<file path="src/rtl/ppp_pkg.sv">
`timescale 1ns / 1ps
// ----------------------------------------------------------------------------
// ppp_pkg
// Shared widths, request codes, datapath commands and helpers for the
// polyline path projection unit.
// ----------------------------------------------------------------------------
package ppp_pkg;

  localparam int MAX_POINTS_DEF = 64;
  localparam int FRAC_BITS      = 8;

  localparam int CRD_W = 24;                 // Q16.8 coordinate
  localparam int DIF_W = CRD_W + 1;          // coordinate difference
  localparam int DST_W = CRD_W + 4;          // distance along the segment
  localparam int PRD_W = DIF_W + DST_W;      // one product
  localparam int NUM_W = PRD_W + 1;          // sum of two products
  localparam int SQ_W  = 2 * DIF_W;          // square root working width
  localparam int LEN_W = DIF_W;              // rounded segment length
  localparam int DIV_W = 52;                 // dividend magnitude
  localparam int DCN_W = $clog2(DIV_W + 1);
  localparam int RES_W = CRD_W + 6;          // unsaturated result
  localparam int PC_W  = 7;
  localparam int IDX_W = 6;
  localparam int OFF_W = 16;
  localparam int REQ_W = 2;

  localparam logic [REQ_W-1:0] REQ_LOAD    = 2'd0;
  localparam logic [REQ_W-1:0] REQ_AHEAD   = 2'd1;
  localparam logic [REQ_W-1:0] REQ_NEAREST = 2'd2;
  localparam logic [REQ_W-1:0] REQ_NONE    = 2'd3;

  localparam logic [PC_W-1:0] POINT_COUNT_RST = 7'd2;

  typedef enum logic [4:0] {
    DP_NOP,
    DP_WRITE,
    DP_LOAD_Q,
    DP_SCAN,
    DP_RD_SNAP,
    DP_SNAP_RES,
    DP_RD_C,
    DP_RD_N,
    DP_RD_P,
    DP_GOT_P,
    DP_FWD_SQ1,
    DP_FWD_SQ2,
    DP_FWD_CMP,
    DP_SEG,
    DP_LEN_SQ,
    DP_DOT_SQ,
    DP_DOT_SUM,
    DP_ZERO_RES,
    DP_SQRT_STEP,
    DP_SQRT_RND,
    DP_DIVS_DOT,
    DP_DIVS_X,
    DP_DIVS_Y,
    DP_DIV_STEP,
    DP_PROJ,
    DP_DIST_MUL,
    DP_RES_X,
    DP_RES_Y,
    DP_OUT
  } dp_op_t;

  typedef struct packed {
    dp_op_t op;
  } dp_cmd_t;

  typedef struct packed {
    logic short_path;
    logic snap;
    logic scan_end;
    logic len_zero;
    logic sqrt_done;
    logic div_done;
  } dp_status_t;

  function automatic logic signed [CRD_W-1:0] sat_crd(input logic signed [RES_W-1:0] v);
    logic signed [RES_W-1:0] lo;
    logic signed [RES_W-1:0] hi;
    lo = -(RES_W'(1) <<< (CRD_W - 1));
    hi = (RES_W'(1) <<< (CRD_W - 1)) - RES_W'(1);
    if (v < lo) begin
      return CRD_W'(lo);
    end else if (v > hi) begin
      return CRD_W'(hi);
    end
    return CRD_W'(v);
  endfunction

endpackage

</file>
<file path="src/rtl/ppp_ctrl.sv">
`timescale 1ns / 1ps
// ----------------------------------------------------------------------------
// ppp_ctrl
// Sequencer for the projection datapath: scan, segment choice, square root,
// three divisions and the output handshake.
// ----------------------------------------------------------------------------
module ppp_ctrl (
  input  logic                      clk,
  input  logic                      rst,
  input  logic                      in_valid,
  output logic                      in_ready,
  input  logic [ppp_pkg::REQ_W-1:0] req_type,
  output logic                      out_valid,
  input  logic                      out_ready,
  output ppp_pkg::dp_cmd_t          cmd,
  input  ppp_pkg::dp_status_t       status
);
  import ppp_pkg::*;

  typedef enum logic [4:0] {
    S_IDLE, S_SCAN, S_DRAIN1, S_DRAIN2, S_DECIDE, S_SNAPW,
    S_RDN, S_RDP, S_GOTP, S_F1, S_F2, S_F3, S_SEG, S_LSQ, S_DSQ, S_DSUM,
    S_ZERO, S_SQRT, S_RND, S_D1S, S_D1, S_PROJ, S_DMUL, S_D2S, S_D2,
    S_RESX, S_D3S, S_D3, S_RESY, S_OUT
  } state_t;

  state_t state;
  logic   is_query;
  logic   out_free;

  assign in_ready = state == S_IDLE;
  assign is_query = (req_type == REQ_AHEAD) || (req_type == REQ_NEAREST);
  assign out_free = !out_valid || out_ready;

  always_comb begin
    cmd.op = DP_NOP;
    case (state)
      S_IDLE: begin
        if (in_valid && req_type == REQ_LOAD) begin
          cmd.op = DP_WRITE;
        end else if (in_valid && is_query) begin
          cmd.op = DP_LOAD_Q;
        end
      end
      S_SCAN:   cmd.op = DP_SCAN;
      S_DECIDE: cmd.op = status.snap ? DP_RD_SNAP : DP_RD_C;
      S_SNAPW:  cmd.op = DP_SNAP_RES;
      S_RDN:    cmd.op = DP_RD_N;
      S_RDP:    cmd.op = DP_RD_P;
      S_GOTP:   cmd.op = DP_GOT_P;
      S_F1:     cmd.op = DP_FWD_SQ1;
      S_F2:     cmd.op = DP_FWD_SQ2;
      S_F3:     cmd.op = DP_FWD_CMP;
      S_SEG:    cmd.op = DP_SEG;
      S_LSQ:    cmd.op = DP_LEN_SQ;
      S_DSQ:    cmd.op = DP_DOT_SQ;
      S_DSUM:   cmd.op = DP_DOT_SUM;
      S_ZERO:   cmd.op = DP_ZERO_RES;
      S_SQRT:   cmd.op = status.sqrt_done ? DP_NOP : DP_SQRT_STEP;
      S_RND:    cmd.op = DP_SQRT_RND;
      S_D1S:    cmd.op = DP_DIVS_DOT;
      S_D2S:    cmd.op = DP_DIVS_X;
      S_D3S:    cmd.op = DP_DIVS_Y;
      S_D1, S_D2, S_D3: cmd.op = status.div_done ? DP_NOP : DP_DIV_STEP;
      S_PROJ:   cmd.op = DP_PROJ;
      S_DMUL:   cmd.op = DP_DIST_MUL;
      S_RESX:   cmd.op = DP_RES_X;
      S_RESY:   cmd.op = DP_RES_Y;
      S_OUT:    cmd.op = out_free ? DP_OUT : DP_NOP;
      default:  cmd.op = DP_NOP;
    endcase
  end

  always_ff @(posedge clk) begin
    if (rst) begin
      state     <= S_IDLE;
      out_valid <= 1'b0;
    end else begin
      if (state == S_OUT && out_free) begin
        out_valid <= 1'b1;
      end else if (out_valid && out_ready) begin
        out_valid <= 1'b0;
      end
      case (state)
        S_IDLE: begin
          if (in_valid && is_query) begin
            state <= status.short_path ? S_DECIDE : S_SCAN;
          end
        end
        S_SCAN:   if (status.scan_end) state <= S_DRAIN1;
        S_DRAIN1: state <= S_DRAIN2;
        S_DRAIN2: state <= S_DECIDE;
        S_DECIDE: state <= status.snap ? S_SNAPW : S_RDN;
        S_SNAPW:  state <= S_OUT;
        S_RDN:    state <= S_RDP;
        S_RDP:    state <= S_GOTP;
        S_GOTP:   state <= S_F1;
        S_F1:     state <= S_F2;
        S_F2:     state <= S_F3;
        S_F3:     state <= S_SEG;
        S_SEG:    state <= S_LSQ;
        S_LSQ:    state <= S_DSQ;
        S_DSQ:    state <= S_DSUM;
        S_DSUM:   state <= status.len_zero ? S_ZERO : S_SQRT;
        S_ZERO:   state <= S_OUT;
        S_SQRT:   if (status.sqrt_done) state <= S_RND;
        S_RND:    state <= S_D1S;
        S_D1S:    state <= S_D1;
        S_D1:     if (status.div_done) state <= S_PROJ;
        S_PROJ:   state <= S_DMUL;
        S_DMUL:   state <= S_D2S;
        S_D2S:    state <= S_D2;
        S_D2:     if (status.div_done) state <= S_RESX;
        S_RESX:   state <= S_D3S;
        S_D3S:    state <= S_D3;
        S_D3:     if (status.div_done) state <= S_RESY;
        S_RESY:   state <= S_OUT;
        S_OUT: begin
          if (out_free) begin
            state <= S_IDLE;
          end
        end
        default:  state <= S_IDLE;
      endcase
    end
  end

endmodule

</file>
<file path="config.mk">
export PLATFORM = sky130hd
export DESIGN_NAME = ppp_ctrl
export DESIGN_NICKNAME = d
export VERILOG_FILES = /design/src/rtl/ppp_pkg.sv /design/src/rtl/ppp_ctrl.sv
export SDC_FILE = /design/constraint.sdc
export NUM_CORES = 1
export LEC_CHECK = 0
export ABC_AREA = 1
export BUFFER_PORTS_ARGS = -buffer_cell sky130_fd_sc_hd__clkbuf_2
export CAP_MARGIN = 10
export CORE_MARGIN = 4
export CORE_UTILIZATION = 55
export DETAILED_ROUTE_END_ITERATION = 6
export GPL_ROUTABILITY_DRIVEN = 0
export GPL_TIMING_DRIVEN = 0
export PLACE_DENSITY = 0.84
export SLEW_MARGIN = 20
export SYNTH_ARGS = -nofsm -noshare
export SYNTH_HDL_FRONTEND = slang
export SYNTH_SLANG_ARGS = --single-unit
</file>
<file path="constraint.sdc">
create_clock -name clk -period 2.16 [get_ports clk]
set_input_delay 0.648 -clock clk [delete_from_list [all_inputs] [get_ports clk]]
set_output_delay 0.648 -clock clk [all_outputs]
set_load 0.02 [all_outputs]
</file>
* Word level (Yosys, flattened, before mapping)
Index checks and enable logic that the tools add are counted.
W data, S select, Z words.
** Storage, ports and cells
- Register bits after elaboration :: 6
- Bits in latches :: 0
- Bits in writable memories :: 0
- ROM bits :: 0
- Input port bits :: 12
- Word-level logic and storage cells :: 73
- Memories :: 0
** Cells by class
- Add/subtract/negate cells :: 0
- Multipliers :: 0
- Div/mod/pow operators :: 0
- $lt $le $gt $ge :: 0
- Equality and inequality tests :: 38
- Shift-type cells :: 0
- Muxes and demuxes :: 20
- Bitwise operators :: 0
- Reductions and logical operators :: 13
** Operators with widths (number)
- $pmux W5 S28 :: 1
- $pmux W5 S26 :: 1
- $eq A5 B5 Y1 const B :: 14
- $mux W5 :: 10
- $eq A5 B4 Y1 const B :: 8
- $eq A5 B3 Y1 const B :: 4
- $ne A2 B2 Y1 const B :: 6
- $eq A5 B2 Y1 const B :: 2
- $mux W2 :: 4
- $reduce_and A7 Y1 :: 1
- $reduce_or A3 Y1 :: 2
- $eq A5 B1 Y1 const B :: 1
- $logic_not A5 Y1 :: 1
- $logic_and A1 B1 Y1 :: 4
- $mux W1 :: 3
- $mux W3 :: 1
- $eq A2 B1 Y1 const B :: 1
- $eq A2 B2 Y1 const B :: 1
- $logic_not A2 Y1 :: 1
- $logic_or A1 B1 Y1 :: 2
- $ne A2 B1 Y1 const B :: 1
- $reduce_bool A2 Y1 :: 1
- $logic_not A1 Y1 :: 1

* Longest topological paths before layout
Gate-level depths: netlist (run 1).
- Word-level depth :: 6
- Depth in mapped cells :: 11

* Worst setup path before layout (run 1)
OpenSTA, ideal clock, no wires.
- Path type :: input to output
- Start :: in req_type[0] (netlist bit)
- End :: out cmd[1] (netlist bit)
- Data arrival time :: 1.409 ns
- Required time :: 1.512 ns
- Path slack :: 0.103 ns
- Stages :: 6
- Path through :: inv_1 -> ha_1 -> nand2_1 -> nor3_1 -> a21oi_1 -> nand4_1
** RTL lines
- from (decl) :: line ppp_ctrl.sv:12 : input logic [ppp_pkg::REQ_W-1:0] req_type,
- to (decl) :: line ppp_ctrl.sv:15 : output ppp_pkg::dp_cmd_t cmd,

==> PnR_summary.wiki, run 1 <==
{| class="wikitable"
! Metric !! Value
|-
| Post-layout min period || 2.42 ns
|-
| Synthesis-to-layout area growth || 61.6%
|-
| Synthesis-stage register bit count || 6
|-
| DRC violation count after routing || 21
|-
| Placed cell count || 222
|-
| Status || finished, violations left
|-
| Syn. warnings || 0
|-
| Root Buffer || clkbuf_4
|-
| Number of failing hold endpoints at the final stage || 0
|-
| Logic depth of the worst path, buffers included || 10
|-
| Port-buffer cells || 18
|-
| Fillers || 43
|-
| Top Family by Delay on Critical Path || simple AND/OR/NAND/NOR gates
|-
| Number of buffers and inverters on the critical path || 3
|-
| Setup slack of the critical path after layout || -0.256 ns
|-
| Number of antenna violations at the first check in global routing || 0
|-
| Count of distinct cell types in the synthesized netlist || 25
|-
| Worst-case vdd ir drop || 1.22 mV
|-
| Sum of routed wire length over all layers || 6230 µm
|-
| CTS max path bufs || 2
|-
| Share of the synthesized area in the top cell type || 16.8%
|-
| Sequential area share after synthesis || 11.5%
|-
| Mean cell area of the mapped netlist || 5.86 µm²
|-
| Ordered cell list for the critical path || buf_12 -> nand2_8 -> nor2_4 -> nand2_2 -> nand2_4 -> o21ai_4 -> inv_2 -> nor2_4 -> nand4_1 -> clkbuf_8
|-
| Endpoint type of the worst setup path || output pin
|-
| Final non-filler cell total || 253
|-
| Clock skew || 0.00182 ns
|-
| Wire length of the first global-routing pass || 6920 µm
|-
| Chip Height || 51.7 µm
|-
| Startpoint class of the critical path || flop
|-
| Cell Area, Synth || 1050 µm²
|-
| Setup violations, final || 5
|-
| Clock transition at the registers of the reported paths || 0.05 ns
|-
| Top FF cell, synth || dfxtp_1
|-
| Number of enable flip-flop cells after synthesis || 0
|-
| Initial cell density of the core || 59.4%
|-
| Class of the most critical setup path || reg -> out
|-
| Fraction of the mapped netlist area in compound gates || 8.00%
|-
| Net total in the final layout || 243
|-
| Die area || 2670 µm²
|-
| Number of DRC markers after the initial detailed-route iteration || 310
|-
| Async SR Flop Fraction || 0%
|-
| Std-Cell Rows || 15
|-
| Post-Syn Instances || 179
|-
| Slew Viols, Final || 0
|-
| Tcrit/Tclk final || 112%
|-
| Main combinational cell family by area after synthesis || simple AND/OR/NAND/NOR gates
|-
| Most numerous cell in the Yosys netlist || nand2_1
|-
| Floorplan core area || 1760 µm²
|-
| Post-synthesis net count || 192
|-
| RSZ-0062 raised after global routing || true
|-
| Proportion of synthesized area in mux cells || 0%
|-
| DIE WIDTH || 51.7 µm
|-
| Slowest cell delay on critical path || 0.32 ns
|-
| Top cells by count, synth || 47 x nand2_1, 28 x nor2_1, 18 x inv_1, 13 x nand3_1, 8 x a21oi_1
|-
| Worst path most repeated cell || nor2_4
|-
| Required time at the worst-slack endpoint || 1.51 ns
|-
| N_diodes || 0
|-
| Data arrival time at the worst-slack endpoint || 1.77 ns
|-
| Max-cap violation count || 0
|-
| Clk sinks || 6
|-
| Cell type with the highest aggregate area in the netlist || nand2_1
|-
| Top achievable clock speed || 414 MHz
|-
| Pin count of the biggest net entering global routing || 11
|-
| Worst skew pair latency || 0.26 ns
|-
| Wire length per cell || 24.6 µm
|-
| Routed Antenna Nets || 0
|-
| Per-cell via count in the routed design || 7.06
|-
| Share of the core filled with cells in the final layout || 96.0%
|-
| Count of cells along the worst hold path || 2
|-
| Failing checks || design-rule violations, negative setup slack
|-
| Total power per unit cell area || 1170 nW/µm²
|-
| Share of final-layout standard cells stronger than drive strength 1 || 53.9%
|-
| TritonRoute pass-1 iters || 7
|-
| Overflow after GRT || 0
|-
| Max-Slew Margin vs Limit || 74.4%
|-
| Post-detailed-placement half-perimeter wirelength || 2270 µm
|-
| Simple-gate share of the synthesized area || 63.1%
|-
| Parity-gate share of the synthesized area counting xor and xnor cells || 0%
|-
| Static leakage power || 0.854 nW
|-
| TritonCTS clock tree || built
|-
| Top area cells in the synthesized netlist || nand2_1 17%, dfxtp_1 11%, nor2_1 10%, inv_1 6.4%, buf_6 6.4%
|-
| Adder and majority gate portion of the synthesized area || 1.19%
|-
| Critical Path Slowest Stage Cell || dfxtp_2
|-
| Post-CTS Hold Fix Bufs || 0
|-
| Class of the tightest hold or removal check || reg -> reg
|-
| Slew at the pin closest to its max-slew limit || 0.383 ns
|-
| Clock buffers created by TritonCTS || 3
|-
| Via count || 1785
|-
| CTS H-Tree Depth || 1
|-
| Setup tns final || -0.976 ns
|-
| Ports || 19
|-
| Number of global-route vias before repair || 1432
|-
| Maximum net fanout on the critical path || 8
|-
| Tot GR Track Use || 34.8%
|-
| Length in cells of the worst reg-to-reg path || 11
|}
-- power by group --
part / internal, mW / total, mW / switching (mW)
registers: 0.142 / 0.166 / 0.0243
logic: 0.667 / 1.70 / 1.03
clock network: 0.0633 / 0.112 / 0.0482
total: 0.872 / 1.98 / 1.11
-- registers in the layout, indices dropped and copies added (netlist names) --
name and cells:
out_valid 1, state 5
-- worst reg2reg max path, delay by kind of cell (launching register included) --
| family | cells | cell delay [ns] |
|---|---|---|
| buffers and inverters | 4 | 0.53 |
| DFF | 1 | 0.32 |
| AOI/OAI and AO/OA | 1 | 0.20 |
| and+or+nand+nor | 6 | 0.68 |
-- cell families (layout without fill, tap and decap cells) --
logic type | count (synthesis) | count (layout)
AND/OR/NAND/NOR | 125 | 125
buffers and inverters | 32 | 81
AO/OA/AOI/OAI | 15 | 15
flip-flops | 6 | 6
adder cells (fa/ha/maj) | 1 | 1
-- worst paths after layout --
check / start / end / slack, ns
max: state[2] / cmd[4] / -0.26
min: state[3] / state[3] / 0.60
max reg2reg: state[2] / state[3] / 0.33
min reg2reg: state[3] / state[3] / 0.60
-- repair_timing --
action,CTS,global route
pin swaps,7,14
gates resized for setup,26,55
setup buffers,16,13
setup endpoints to repair,5,5
-- area by class of cell --
cell class	instances	area (µm²)	area share, %
well taps	25	31.3	1.85
plain buffers	5	76.3	4.51
clock buffers	3	22.5	1.33
repair buffers	47	362	21.3
flip-flops and latches	6	129	7.61
inverters	26	118	6.94
multi-input cells	141	956	56.4
-- placed cells by master (no fill, tap or decap) --
| cell type | netlist | layout |
|---|---|---|
| a211oi_2 | 0 | 1 |
| a21oi_1 | 8 | 7 |
| a21oi_2 | 0 | 1 |
| buf_12 | 0 | 1 |
| buf_4 | 0 | 25 |
| buf_6 | 6 | 7 |
| buf_8 | 0 | 3 |
| clkbuf_2 | 0 | 13 |
| clkbuf_4 | 0 | 3 |
| clkbuf_8 | 0 | 3 |
| dfxtp_1 | 6 | 1 |
| dfxtp_2 | 0 | 4 |
| dfxtp_4 | 0 | 1 |
| ha_4 | 0 | 1 |
| inv_1 | 18 | 14 |
| inv_2 | 6 | 8 |
| inv_4 | 2 | 1 |
| inv_6 | 0 | 2 |
| inv_8 | 0 | 1 |
| nand2_1 | 47 | 39 |
| nand2_2 | 7 | 12 |
| nand2_4 | 1 | 3 |
| nand2_8 | 0 | 1 |
| nand3_1 | 13 | 9 |
| nand3_2 | 4 | 3 |
| nand3_4 | 1 | 6 |
| nand3b_1 | 1 | 1 |
| nand4_1 | 7 | 7 |
| nand4_2 | 2 | 2 |
| nor2_1 | 28 | 23 |
| nor2_2 | 6 | 5 |
| nor2_4 | 3 | 9 |
| nor2_8 | 2 | 2 |
| nor3_2 | 0 | 2 |
| nor3_4 | 0 | 1 |
| o211ai_1 | 1 | 1 |
| o21ai_0 | 4 | 1 |
| o21ai_1 | 0 | 2 |
| o21ai_2 | 1 | 1 |
| o21ai_4 | 0 | 1 |
-- stage by stage --
step,area [µm²],setup slack (ns),total power [mW],hold slack (ns)
final,1690,-0.256,1.98,0.604
after global routing,1690,-0.254,2.02,0.617
after CTS,1420,-0.0880,1.49,0.562
after detailed placement,1170,-0.104,1.14,0.555
after global placement,1170,-0.0723,1.12,0.542
after floorplan,1050,0.103,0.921,0.581
-- per-layer routing --
| metal | GRT usage [%] | routed length [µm] | vias to the layer above |
|---|---|---|---|
| li1 | - | - | 669 |
| met1 | 42.7 | 2070 | 779 |
| met2 | 54.9 | 2540 | 241 |
| met3 | 9.74 | 986 | 96 |
| met4 | 18.3 | 634 | 0 |
| met5 | 0 | 0 | - |
Power figures use the tool's default switching activity.
==> run 2, diff against run 1 <==
--- a/config.mk
+++ b/config.mk
@@ -9,11 +9,11 @@
 export BUFFER_PORTS_ARGS = -buffer_cell sky130_fd_sc_hd__clkbuf_2
 export CAP_MARGIN = 10
 export CORE_MARGIN = 4
-export CORE_UTILIZATION = 55
+export CORE_UTILIZATION = 25
 export DETAILED_ROUTE_END_ITERATION = 6
 export GPL_ROUTABILITY_DRIVEN = 0
 export GPL_TIMING_DRIVEN = 0
-export PLACE_DENSITY = 0.84
+export PLACE_DENSITY = 0.47
 export SLEW_MARGIN = 20
 export SYNTH_ARGS = -nofsm -noshare
 export SYNTH_HDL_FRONTEND = slang
==> PnR_summary.wiki, run 2 (same netlist as run 1, synthesis figures left out) <==
{| class="wikitable"
! Metric !! Value
|-
| Status || finished, violations left
|-
| Failing checks || negative setup slack
|-
| Worst-case vdd ir drop || 0.385 mV (-68%)
|-
| CTS H-Tree Depth || 1 (unchanged)
|-
| Overflow after GRT || 0 (unchanged)
|-
| Footprint of the multi-input gates || 833 µm² (-13%)
|-
| Max-cap violation count || 0 (unchanged)
|-
| Class of the most critical setup path || reg -> out
|-
| Top Metal Used || met4
|-
| Area used by sequential logic in the layout || 124 µm² (-3.9%)
|-
| N_diodes || 0 (unchanged)
|-
| Die area || 5290 µm² (+98%)
|-
| Top achievable clock speed || 447 MHz (+8.0%)
|-
| Ports || 19 (unchanged)
|-
| Tot GR Track Use || 13.0% (-22 points)
|-
| Pwr Total || 1.55 mW (-22%)
|-
| Clock transition at the registers of the reported paths || 0.04 ns (about the same)
|-
| CTS max path bufs || 2 (unchanged)
|-
| Total power per unit cell area || 1040 nW/µm² (-11%)
|-
| Met1 routed wirelength after detailed routing || 1550 µm (-25%)
|-
| Post-layout min period || 2.24 ns (-0.179 ns)
|-
| Startpoint class of the critical path || flop
|-
| Largest register FFs || 5 (unchanged)
|-
| Sum of routed wire length over all layers || 3330 µm (-46%)
|-
| Class of the tightest hold or removal check || reg -> reg
|-
| Final non-filler cell total || 264 (+4.3%)
|-
| DRC violation count after routing || 0 (-100%)
|-
| Setup slack after placement || -0.220 ns (-0.116 ns)
|-
| Pin count of the biggest net entering global routing || 11 (unchanged)
|-
| Commonest non-fill, non-tap cells in the layout || 43 x nand2_1, 25 x nor2_1, 17 x inv_1
|-
| Number of DRC markers after the initial detailed-route iteration || 77 (-75%)
|-
| Routed Antenna Nets || 0 (unchanged)
|-
| Share of the core filled with cells in the final layout || 36.8% (-59 points)
|-
| Std-Cell Rows || 23 (+8)
|-
| Met3 WL post-DR || 185 µm (-81%)
|-
| Tcrit/Tclk final || 104% (-8.3 points)
|-
| Clock skew || 0.00111 ns (-0.000708 ns)
|-
| Post-detailed-placement half-perimeter wirelength || 2520 µm (+11%)
|-
| Slew Viols, Final || 0 (unchanged)
|-
| Clock buffers created by TritonCTS || 3 (unchanged)
|-
| Floorplan core area || 4030 µm² (+130%)
|-
| DIE WIDTH || 72.8 µm (+41%)
|-
| Clk sinks || 6 (unchanged)
|-
| Share of final-layout standard cells stronger than drive strength 1 || 42.1% (-12 points)
|-
| Synthesis-to-layout area growth || 41.3%
|-
| Number of antenna violations at the first check in global routing || 0 (unchanged)
|-
| Setup violations, final || 5 (unchanged)
|-
| Placed cell count || 247 (+11%)
|-
| Met2 Wirelength || 1570 µm (-38%)
|-
| Fillers || 455 (+960%)
|-
| Per-cell via count in the routed design || 4.77 (-32%)
|-
| Endpoint type of the worst setup path || output pin
|-
| Register containing the most flip-flops in the final layout || state
|-
| Initial cell density of the core || 26.0% (-33 points)
|-
| Via count || 1259 (-29%)
|-
| Required time at the worst-slack endpoint || 1.51 ns (about the same)
|-
| Worst skew pair latency || 0.22 ns (-0.04 ns)
|-
| Port-buffer cells || 18 (unchanged)
|-
| Setup slack of the critical path after layout || -0.0772 ns (+0.179 ns)
|-
| Slew at the pin closest to its max-slew limit || 0.242 ns (-0.141 ns)
|-
| TritonCTS clock tree || built
|-
| Number of failing hold endpoints at the final stage || 0 (unchanged)
|-
| Static leakage power || 0.758 nW (-11%)
|-
| Net total in the final layout || 229 (-5.8%)
|-
| Wire length per cell || 12.6 µm (-49%)
|-
| Root Buffer || clkbuf_8
|-
| Wire length of the first global-routing pass || 5550 µm (-20%)
|-
| TritonRoute pass-1 iters || 4 (-3)
|-
| Leading registers by flop count || state: 5 flops, out_valid: 1 flops
|-
| Number of global-route vias before repair || 1189 (-17%)
|-
| RSZ-0062 raised after global routing || true
|-
| Data arrival time at the worst-slack endpoint || 1.59 ns (-0.18 ns)
|-
| Max-Slew Margin vs Limit || 83.9% (+9.5 points)
|-
| Chip Height || 72.8 µm (+41%)
|-
| Most common cell after layout, fill and taps aside || nand2_1
|-
| Maximum net fanout on the critical path || 6 (-2)
|}
==> run 2: final timing paths <==
kind              startpoint   endpoint  slack, ns  cells after the start
setup / recovery    state[3]     cmd[2]      -0.08                      9
hold / removal     out_valid  out_valid       0.59                      4
setup reg to reg    state[3]   state[0]       0.64                     12
hold reg to reg    out_valid  out_valid       0.59                      4
==> run 2: critical path: stages, from the launching register on <==
cell      delay, ns
dfxtp_2        0.31
buf_8          0.14
buf_12         0.13
nand3_4        0.09
nor2_4         0.07
o21ai_4        0.17
inv_2          0.06
nor2_4         0.10
nand4_1        0.11
clkbuf_8       0.18
==> run 2: power breakdown <==
part           internal, mW  switching, mW  leakage [nW]
Combinational         0.487          0.738         0.686
Sequential            0.139         0.0146        0.0501
Clock                 0.120         0.0466        0.0216
Total                 0.746          0.799         0.758
==> run 2: repair_timing <==
item                       4_1_cts  5_1_grt
buffers inserted                 8        6
cloned                           0        0
resized for setup               21       16
setup endpoints to repair        5        5
hold buffers                     0        0
pin swaps                        6        7
==> run 2: stage by stage <==
stage	setup TNS, ns	cell area, µm²	hold WS [ns]
2_1_floorplan	0	1050	0.581
3_3_place_gp	-0.532	1200	0.549
3_5_place_dp	-0.494	1200	0.563
4_1_cts	-0.358	1400	0.584
5_1_grt	-0.548	1480	0.633
6_report	-0.259	1480	0.588
==> run 2: area by class of cell <==
cell class,instances,area share (%)
Sequential cell,6,8.36
Clock buffer,3,2.79
Inverter,26,7.43
Multi-Input combinational cell,141,56.3
Tap cell,50,4.22
Buffer,6,5.41
Timing Repair Buffer,32,15.5
==> run 2: metal layers <==
metal,vias to the layer above,track usage [%]
met5,-,0
met4,0,2.05
met3,4,1.79
met2,44,21.1
met1,560,18.5
li1,651,-
==> run 3, diff against run 2 <==
--- a/config.mk
+++ b/config.mk
@@ -10,6 +10,7 @@
 export CAP_MARGIN = 10
 export CORE_MARGIN = 4
 export CORE_UTILIZATION = 25
+export CTS_BUF_LIST = sky130_fd_sc_hd__clkbuf_16
 export DETAILED_ROUTE_END_ITERATION = 6
 export GPL_ROUTABILITY_DRIVEN = 0
 export GPL_TIMING_DRIVEN = 0
==> PnR_summary.wiki, run 3 (same netlist as run 1, synthesis figures left out) <==
{| class="wikitable"
! Metric !! Value
|-
| Failing checks || negative setup slack
|-
| Leading registers by flop count || state: 5 flops, out_valid: 1 flops
|-
| Clock buffers created by TritonCTS || 3 (unchanged)
|-
| Maximum net fanout on the critical path || 2 (-4)
|-
| Data arrival time at the worst-slack endpoint || 1.59 ns (about the same)
|-
| Static leakage power || 0.781 nW (+3.1%)
|-
| Total cell area at the placement stage || 1200 µm² (unchanged)
|-
| Setup tns final || -0.297 ns (-0.0376 ns)
|-
| Class of the most critical setup path || in -> out
|-
| Required time at the worst-slack endpoint || 1.51 ns (about the same)
|-
| DRC violation count after routing || 0 (unchanged)
|-
| Commonest non-fill, non-tap cells in the layout || 43 x nand2_1, 25 x nor2_1, 17 x inv_1
|-
| Sum of routed wire length over all layers || 3410 µm (+2.2%)
|-
| Post-detailed-placement half-perimeter wirelength || 2520 µm (unchanged)
|-
| Endpoint type of the worst setup path || output pin
|-
| Net total in the final layout || 229 (unchanged)
|-
| Setup slack of the critical path after layout || -0.0740 ns (+0.00319 ns)
|-
| Port-buffer cells || 18 (unchanged)
|-
| Ports || 19 (unchanged)
|-
| Class of the tightest hold or removal check || reg -> reg
|-
| N_diodes || 0 (unchanged)
|-
| Synthesis-to-layout area growth || 46.4%
|-
| Std-Cell Rows || 23 (unchanged)
|-
| Slew at the pin closest to its max-slew limit || 0.343 ns (+0.101 ns)
|-
| Worst-case vdd ir drop || 0.390 mV (+1.3%)
|-
| Largest register FFs || 5 (unchanged)
|-
| Per-cell via count in the routed design || 4.69 (-1.7%)
|-
| Floorplan core area || 4030 µm² (unchanged)
|-
| Status || finished, violations left
|-
| Tcrit/Tclk final || 103% (-0.15 points)
|-
| Max-cap violation count || 0 (unchanged)
|-
| Number of global-route vias before repair || 1197 (+0.67%)
|-
| Setup violations, final || 5 (unchanged)
|-
| TritonRoute pass-1 iters || 5 (+1)
|-
| Pin count of the biggest net entering global routing || 11 (unchanged)
|-
| Top achievable clock speed || 448 MHz (+0.14%)
|-
| Die area || 5290 µm² (unchanged)
|-
| CTS max path bufs || 2 (unchanged)
|-
| Number of failing hold endpoints at the final stage || 0 (unchanged)
|-
| Max-Slew Margin vs Limit || 76.9% (-7.0 points)
|-
| Overflow after GRT || 0 (unchanged)
|-
| RSZ-0062 raised after global routing || true
|-
| Initial cell density of the core || 26.0% (unchanged)
|-
| Share of final-layout standard cells stronger than drive strength 1 || 42.5% (+0.47 points)
|-
| Wire length per cell || 12.9 µm (+2.2%)
|-
| Most common cell after layout, fill and taps aside || nand2_1
|-
| Number of DRC markers after the initial detailed-route iteration || 46 (-40%)
|-
| Worst skew pair latency || 0.22 ns (about the same)
|-
| Root Buffer || clkbuf_16
|-
| Chip Height || 72.8 µm (unchanged)
|-
| Clock skew || 0.00125 ns (+0.000144 ns)
|-
| Fillers || 450 (-1.1%)
|-
| DIE WIDTH || 72.8 µm (unchanged)
|-
| Wire length of the first global-routing pass || 5810 µm (+4.7%)
|-
| Footprint of the multi-input gates || 838 µm² (+0.60%)
|-
| CTS H-Tree Depth || 1 (unchanged)
|-
| Post-CTS Hold Fix Bufs || 0 (unchanged)
|-
| Tot GR Track Use || 13.9% (+0.85 points)
|-
| Design area || 1540 µm² (+3.6%)
|-
| Routed Antenna Nets || 0 (unchanged)
|-
| Number of antenna violations at the first check in global routing || 0 (unchanged)
|-
| Total power per unit cell area || 1090 nW/µm² (+4.3%)
|-
| TritonCTS clock tree || built
|-
| Clock transition at the registers of the reported paths || 0.03 ns (about the same)
|-
| Via count || 1237 (-1.7%)
|-
| Area used by sequential logic in the layout || 124 µm² (unchanged)
|-
| Startpoint class of the critical path || primary input
|-
| Clk sinks || 6 (unchanged)
|-
| Register containing the most flip-flops in the final layout || state
|-
| Slew Viols, Final || 0 (unchanged)
|-
| Post-layout min period || 2.23 ns (-0.00319 ns)
|-
| Final-layout worst hold slack || 0.588 ns (+0.000205 ns)
|}
-- run 3: layer usage --
layer	GRT usage (%)	share of wire [%]	routed length, µm	up-vias
met5	0	0	0	-
met4	3.48	1.2	41	0
met3	1.93	5.7	195	4
met2	22.4	47	1610	45
met1	19.3	46	1560	542
li1	-	-	-	646
-- run 3: what timing repair did --
| action | CTS | global route |
|---|---|---|
| gates resized for setup | 23 | 15 |
| pin swaps | 6 | 5 |
| buffers inserted | 10 | 4 |
| setup endpoints to repair | 5 | 5 |
-- run 3: metrics by stage --
step	utilization, %	setup slack, ns	instances	power [mW]
3_5_place_dp	29.8	-0.220	247	1.17
2_1_floorplan	-	0.103	179	0.921
6_report	38.1	-0.0740	264	1.67
4_1_cts	36.4	-0.0864	260	1.59
5_1_grt	38.1	-0.132	264	1.80
3_3_place_gp	29.8	-0.254	247	1.17
-- run 3: final timing paths --
| path | start | to | slack [ns] | depth (start not counted) |
|---|---|---|---|---|
| worst max-delay path | out_ready | cmd[3] | -0.07 | 8 |
| worst min-delay path | out_valid | out_valid | 0.59 | 4 |
| worst max register to register | state[3] | state[3] | 0.69 | 11 |
| worst min register to register | out_valid | out_valid | 0.59 | 4 |
-- run 3: final cells by class --
type                            count  share of cell area, %
Inverter                           26                   7.17
Timing Repair Buffer               32                   16.0
Multi-Input combinational cell    141                   54.6
Tap cell                           50                   4.07
Sequential cell                     6                   8.07
Clock buffer                        3                   4.89
Buffer                              6                   5.22
-- run 3: power breakdown --
group	total, mW	switching [mW]	internal (mW)
sequential	0.154	0.0149	0.139
combinational	1.22	0.738	0.485
clock	0.294	0.0569	0.237
-- run 3: critical path, stage by stage --
cell and delay (ns):
clkbuf_2 0.09, nor2_2 0.09, inv_1 0.07, nand2_2 0.08
nand2_2 0.07, nor3_4 0.21, nand4_1 0.15, clkbuf_8 0.18
